File: config.mk
export PLATFORM = sky130hd
export DESIGN_NAME = rgb_triplet_text_parser
export DESIGN_NICKNAME = d
export VERILOG_FILES = /design/src/hw/rtl/rgbtp_pkg.sv /design/src/hw/rtl/rgb_triplet_text_parser.sv
export SDC_FILE = /design/constraint.sdc
export NUM_CORES = 1
export LEC_CHECK = 0
export ABC_AREA = 1
export BUFFER_PORTS_ARGS = -buffer_cell sky130_fd_sc_hd__buf_2
export CAP_MARGIN = 20
export CORE_MARGIN = 8
export CORE_UTILIZATION = 55
export DETAILED_ROUTE_END_ITERATION = 12
export GPL_TIMING_DRIVEN = 0
export PLACE_DENSITY = 0.84
export SLEW_MARGIN = 20
export SYNTH_ARGS = -nofsm -noshare
export SYNTH_HDL_FRONTEND = slang
export SYNTH_SLANG_ARGS = --single-unit
File: constraint.sdc
create_clock -name i_clk -period 6 [get_ports i_clk]
set_input_delay 1.2 -clock i_clk [delete_from_list [all_inputs] [get_ports i_clk]]
set_output_delay 1.2 -clock i_clk [all_outputs]
set_load 0.01 [all_outputs]
File: src/hw/rtl/rgbtp_pkg.sv
// ----------------------------------------------------------------------------
// rgbtp_pkg
// Shared types and character constants for the decimal RGB triplet parser.
// ----------------------------------------------------------------------------
package rgbtp_pkg;

    // Result status codes
    typedef enum logic [2:0] {
        ST_OK      = 3'd0,
        ST_OVER    = 3'd1,
        ST_NODIGIT = 3'd2,
        ST_COMMA   = 3'd3,
        ST_EXTRA   = 3'd4
    } t_status;

    // Position within one component
    typedef enum logic [1:0] {
        PH_LEAD   = 2'd0,
        PH_DIGITS = 2'd1,
        PH_TRAIL  = 2'd2
    } t_phase;

    localparam int unsigned BYTE_W   = 8;
    localparam int unsigned STATUS_W = 3;
    localparam int unsigned COMP_W   = 8;
    localparam int unsigned IDX_W    = 2;
    // acc * 10 + 9 with acc <= 255 fits in 12 bits
    localparam int unsigned SUM_W    = 12;

    localparam logic [BYTE_W-1:0]  CH_NUL   = 8'h00;
    localparam logic [BYTE_W-1:0]  CH_ZERO  = 8'h30;
    localparam logic [BYTE_W-1:0]  CH_NINE  = 8'h39;
    localparam logic [BYTE_W-1:0]  CH_COMMA = 8'h2C;
    localparam logic [BYTE_W-1:0]  CH_SPACE = 8'h20;
    localparam logic [BYTE_W-1:0]  CH_TAB   = 8'h09;

    localparam logic [SUM_W-1:0]   COMP_MAX = 12'd255;
    localparam logic [IDX_W-1:0]   IDX_LAST = 2'd2;

endpackage

File: src/hw/rtl/rgb_triplet_text_parser.sv
// ----------------------------------------------------------------------------
// rgb_triplet_text_parser
// Streams text bytes and parses "r,g,b" decimal triplets, one result per
// zero-terminated string.
// ----------------------------------------------------------------------------
// One text byte is taken per clock. A byte passes through an input register,
// then updates the parse state while the parse result for a zero byte is
// written into the output register, from which the result is presented.
// Non-zero bytes keep flowing while a result waits to be taken; a
// terminator waits in the input register until the output register is
// free, so the input stalls only then.
module rgb_triplet_text_parser (
    input  logic        i_clk,
    input  logic        i_rst_n,
    // tdata: [7:0] text_byte
    input  logic        s_axis_tvalid,
    output logic        s_axis_tready,
    input  logic [7:0]  s_axis_tdata,
    // tdata: [2:0] status, [10:3] red, [18:11] green, [26:19] blue, [31:27] zero
    output logic        m_axis_tvalid,
    input  logic        m_axis_tready,
    output logic [31:0] m_axis_tdata
);
    import rgbtp_pkg::*;

    // Input register
    logic              r_in_valid;
    logic [BYTE_W-1:0] r_in_byte;

    // Parse state
    logic [IDX_W-1:0]  r_idx,   n_idx;
    t_phase            r_phase, n_phase;
    logic [COMP_W-1:0] r_acc,   n_acc;
    logic [COMP_W-1:0] r_red,   n_red;
    logic [COMP_W-1:0] r_green, n_green;
    t_status           r_err,   n_err;

    // Output register
    logic                r_out_valid;
    t_status             r_out_status, n_out_status;
    logic [COMP_W-1:0]   r_out_red,    n_out_red;
    logic [COMP_W-1:0]   r_out_green,  n_out_green;
    logic [COMP_W-1:0]   r_out_blue,   n_out_blue;

    logic              is_nul, is_blank, is_digit, is_comma;
    logic              out_free, proc_go, in_take;
    logic [SUM_W-1:0]  acc_next;

    // Character classes
    assign is_nul   = (r_in_byte == CH_NUL);
    assign is_blank = (r_in_byte == CH_SPACE) || (r_in_byte == CH_TAB);
    assign is_digit = (r_in_byte >= CH_ZERO) && (r_in_byte <= CH_NINE);
    assign is_comma = (r_in_byte == CH_COMMA);

    // acc * 10 + digit as two shifts and two adds
    assign acc_next = {1'b0, r_acc, 3'b000} + {3'b000, r_acc, 1'b0}
                    + {8'h00, r_in_byte[3:0]};

    // Flow control: only a terminator needs the output register
    assign out_free      = !r_out_valid || m_axis_tready;
    assign proc_go       = r_in_valid && (!is_nul || out_free);
    assign s_axis_tready = !r_in_valid || proc_go;
    assign in_take       = s_axis_tvalid && s_axis_tready;

    // Parse step and result formation
    always_comb begin
        n_idx        = r_idx;
        n_phase      = r_phase;
        n_acc        = r_acc;
        n_red        = r_red;
        n_green      = r_green;
        n_err        = r_err;
        n_out_status = ST_OK;
        n_out_red    = r_red;
        n_out_green  = r_green;
        n_out_blue   = r_acc;

        if (is_nul) begin
            // Final status, then back to the start of a string
            if (r_err != ST_OK) begin
                n_out_status = r_err;
            end else if (r_phase == PH_LEAD) begin
                n_out_status = ST_NODIGIT;
            end else if (r_idx < IDX_LAST) begin
                n_out_status = ST_COMMA;
            end
            if (n_out_status != ST_OK) begin
                n_out_red   = '0;
                n_out_green = '0;
                n_out_blue  = '0;
            end
            n_idx   = '0;
            n_phase = PH_LEAD;
            n_acc   = '0;
            n_red   = '0;
            n_green = '0;
            n_err   = ST_OK;
        end else if (r_err == ST_OK) begin
            unique case (r_phase)
                PH_LEAD, PH_DIGITS: begin
                    if (is_digit) begin
                        n_phase = PH_DIGITS;
                        if (acc_next > COMP_MAX) begin
                            n_err = ST_OVER;
                        end else begin
                            n_acc = acc_next[COMP_W-1:0];
                        end
                    end else if (is_blank) begin
                        // leading blanks are skipped, a blank after digits ends them
                        if (r_phase == PH_DIGITS) begin
                            n_phase = PH_TRAIL;
                        end
                    end else if (r_phase == PH_LEAD) begin
                        n_err = ST_NODIGIT;
                    end else if (r_idx >= IDX_LAST) begin
                        n_err = ST_EXTRA;
                    end else if (!is_comma) begin
                        n_err = ST_COMMA;
                    end else begin
                        if (r_idx == '0) begin
                            n_red = r_acc;
                        end else begin
                            n_green = r_acc;
                        end
                        n_idx   = r_idx + 1'b1;
                        n_phase = PH_LEAD;
                        n_acc   = '0;
                    end
                end
                default: begin
                    // trailing blanks
                    if (is_blank) begin
                        n_phase = r_phase;
                    end else if (is_digit || r_idx >= IDX_LAST) begin
                        n_err = (r_idx >= IDX_LAST) ? ST_EXTRA : ST_COMMA;
                    end else if (!is_comma) begin
                        n_err = ST_COMMA;
                    end else begin
                        if (r_idx == '0) begin
                            n_red = r_acc;
                        end else begin
                            n_green = r_acc;
                        end
                        n_idx   = r_idx + 1'b1;
                        n_phase = PH_LEAD;
                        n_acc   = '0;
                    end
                end
            endcase
        end
    end

    // Input register
    always_ff @(posedge i_clk) begin
        if (!i_rst_n) begin
            r_in_valid <= 1'b0;
        end else if (in_take) begin
            r_in_valid <= 1'b1;
        end else if (proc_go) begin
            r_in_valid <= 1'b0;
        end
        if (in_take) begin
            r_in_byte <= s_axis_tdata;
        end
    end

    // Parse state
    always_ff @(posedge i_clk) begin
        if (!i_rst_n) begin
            r_idx   <= '0;
            r_phase <= PH_LEAD;
            r_acc   <= '0;
            r_red   <= '0;
            r_green <= '0;
            r_err   <= ST_OK;
        end else if (proc_go) begin
            r_idx   <= n_idx;
            r_phase <= n_phase;
            r_acc   <= n_acc;
            r_red   <= n_red;
            r_green <= n_green;
            r_err   <= n_err;
        end
    end

    // Output register
    always_ff @(posedge i_clk) begin
        if (!i_rst_n) begin
            r_out_valid <= 1'b0;
        end else if (proc_go && is_nul) begin
            r_out_valid <= 1'b1;
        end else if (m_axis_tready) begin
            r_out_valid <= 1'b0;
        end
        if (proc_go && is_nul) begin
            r_out_status <= n_out_status;
            r_out_red    <= n_out_red;
            r_out_green  <= n_out_green;
            r_out_blue   <= n_out_blue;
        end
    end

    assign m_axis_tvalid = r_out_valid;
    assign m_axis_tdata  = {5'b00000, r_out_blue, r_out_green, r_out_red, r_out_status};

    // Checks
    a_err_zero: assert property (@(posedge i_clk) disable iff (!i_rst_n)
        (r_out_valid && r_out_status != ST_OK) |->
        (r_out_red == '0 && r_out_green == '0 && r_out_blue == '0))
        else $error("error result carries non-zero components");

    a_lead_acc: assert property (@(posedge i_clk) disable iff (!i_rst_n)
        (r_phase == PH_LEAD) |-> (r_acc == '0))
        else $error("accumulator not clear before digits");

    a_term_reset: assert property (@(posedge i_clk) disable iff (!i_rst_n)
        (proc_go && is_nul) |=>
        (r_idx == '0 && r_phase == PH_LEAD && r_err == ST_OK && r_out_valid))
        else $error("terminator did not restart parse or raise result");

endmodule

==> reports/qor.yml <==
outcome: "finished clean"
ys.warnings.count: 0
crit_required_ns: 4.80
cts_root_buf: "clkbuf_8"
drive_above_1_share: 0.176
yosysSeqAreaShare: 0.439
finalWirelength_mm: 8.05
crit_fanout: 4
synth_area_per_cell_sq_um: 7.58
num_rows: 30
p_leak_nw: 2.04
ant_nets: 0
final-setup-viol-count: 0
num_vias: 3351
place_congestion: 0.891
grt_pass1_wl_mm: 13.4
die_h_um: 100
detail_route.vias_per_cell: 5.00
met1_usage: 0.193
fin_tns_setup_ns: 0
final_area_sq_um: 4440
crit_family: "simple AND/OR/NAND/NOR gates"
clk_path_buf_depth: 2
finalPower_mw: 0.949
drv_cap: 0
cp_slowest_stage_delay_ns: 0.24
clk_latency_ns: 0.34
busiest_layer: "met2"
hold_path_class: "flip-flop to flip-flop"
initial_core_util: 0.570
maxSlewViolCount: 0
rsz0062_at_grt: "false"
layout_common_cells: "nand2_1 (124), nor2_1 (87), inv_1 (64), nand3_1 (47), buf_2 (45)"
path_clk_slew_ns: 0.07
port_buffers: 40
cts_buffers: 9
critPathCaptureType: "output pin"
power.density_nw_per_um2: 214
yosysUniqueCellTypes: 32
max-vdd-ir-drop_uv: 153
worst-path-buf-inv: 2
grt_overflow: 0
h-tree-depth: 3
period_minus_slack_ns: 3.07
max_freq_mhz: 326
die_w_um: 100
grt_use_total: 0.165
hold_viol: 0
grt_util_met3: 0.0367
die-area_sq_um: 10000
fin_nets: 600
post-route-util: 0.649
final_cells: 670
placeableCoreArea_sq_um: 6830
grt_util_met2: 0.288
grt_max_degree: 29
post_cts_buffers: 0
drt_iter0_drc: 168
ys_seq_elements: 68
crit_type: "input pin to output pin"
grt_antenna_before_repair: 0
io_pins: 46
netlist_instances: 514
critical_path.startpoint_type: "input pin"
async_flop_share: 0
worst_slew_pin_slew_ns: 0.998
placed_area_sq_um: 4230
cts_tree: "done"
hold_buffers: 0
setup_ws_ns: 2.93
critPathSlowestCell: "nor2_1"
holdWs_ns: 0.470
cts_resized: 0
final_common_cell: "nand2_1"
synth_edf_count: 35
max_slew_margin: 0.334
worst-endpoint-arrival_ns: 1.87
fin_crit_sh: 0.511
hpwl_mm: 6.18
syn_to_final_growth_pct: 13.9
pre_cts_ws_ns: 2.94
synth_area_sq_um: 3900
crit_chain: "buf_2 > nor2_1 > nand3_1 > buf_2"
avgRoutedWirePerCell_um: 12.0
drc_errors: 0
first_pass_iters: 5
cts.sink_count: 68
n_antenna_cell: 0
dp.cells: 654
ys.flop_type: "edfxtp_1"
clock-skew-final_ns: 0.00957
path_common_cell: "buf_2"
grt_pass1_vias: 3054
[state kept, by name, indices dropped and copies added (netlist names)]
register       flops
m_axis_tvalid      1
r_acc              8
r_err              3
r_green            8
r_idx              2
r_in_byte          8
r_in_valid         1
r_out_blue         8
r_out_green        8
r_out_red          8
r_out_status       3
r_phase            2
r_red              8
[per-layer routing]
layer	routed length [um]	up-vias
met5	0	-
met4	72	0
met3	530	8
met2	3920	111
met1	3520	1497
li1	-	1735
[where the power goes]
| part | total, mW | switching, mW | internal (mW) |
|---|---|---|---|
| Clock | 0.385 | 0.187 | 0.198 |
| Combinational | 0.0648 | 0.0422 | 0.0226 |
| Sequential | 0.500 | 0.00691 | 0.493 |
[cell families (layout without fill, tap and decap cells)]
logic type                 after synthesis  in the layout  share of synthesized area
AOI/OAI and AO/OA                       54             54                     0.0764
xor gates and xnor gates                 2              2                    0.00450
adders and majority gates               19             19                     0.0649
buffers and inverters                   90            146                      0.102
DFF                                     68             68                      0.439
other                                    1              5                   0.000962
and+or+nand+nor                        280            280                      0.312
[cell type report]
| class | instances | area [sq um] |
|---|---|---|
| Clock buffer | 9 | 124 |
| Fill cell | 597 | 2390 |
| Inverter | 71 | 267 |
| Multi-Input combinational cell | 360 | 1800 |
| Sequential cell | 68 | 1710 |
| Clock inverter | 7 | 81.3 |
| Timing Repair Buffer | 40 | 200 |
| Buffer | 19 | 130 |
| Tap cell | 96 | 120 |
[synth_stat cells (all sizes together), types with 2 or more instances]
cell | number | share of area
edfxtp | 35 | 0.27
a22oi | 2 | 0.0039
a21oi | 41 | 0.055
o21ai | 7 | 0.0090
buf | 16 | 0.031
xnor2 | 2 | 0.0045
nor2 | 100 | 0.11
clkbuf | 3 | 0.0029
inv | 71 | 0.068
ha | 17 | 0.055
nand3 | 50 | 0.068
fa | 2 | 0.010
nand2 | 127 | 0.13
dfxtp | 33 | 0.17
[path summary, 6_finish.rpt]
path / start / to / slack, ns / cells past startpoint
setup / recovery: m_axis_tready / s_axis_tready / 2.93 / 4
hold reg to reg: r_red[7]$_SDFFE_PN0P_ / r_red[7]$_SDFFE_PN0P_ / 0.47 / 2
setup reg to reg: r_in_byte[3]$_DFFE_PP_ / r_acc[6]$_SDFFE_PN0P_ / 3.04 / 16
hold / removal: r_red[7]$_SDFFE_PN0P_ / r_red[7]$_SDFFE_PN0P_ / 0.47 / 2
[tightest hold or removal path, delay by kind of cell (launching register included)]
kind,cells,cell delay (ns)
compound gates,1,0.05
flops,1,0.31
simple gates,1,0.06
Power figures use the tool's default switching activity.
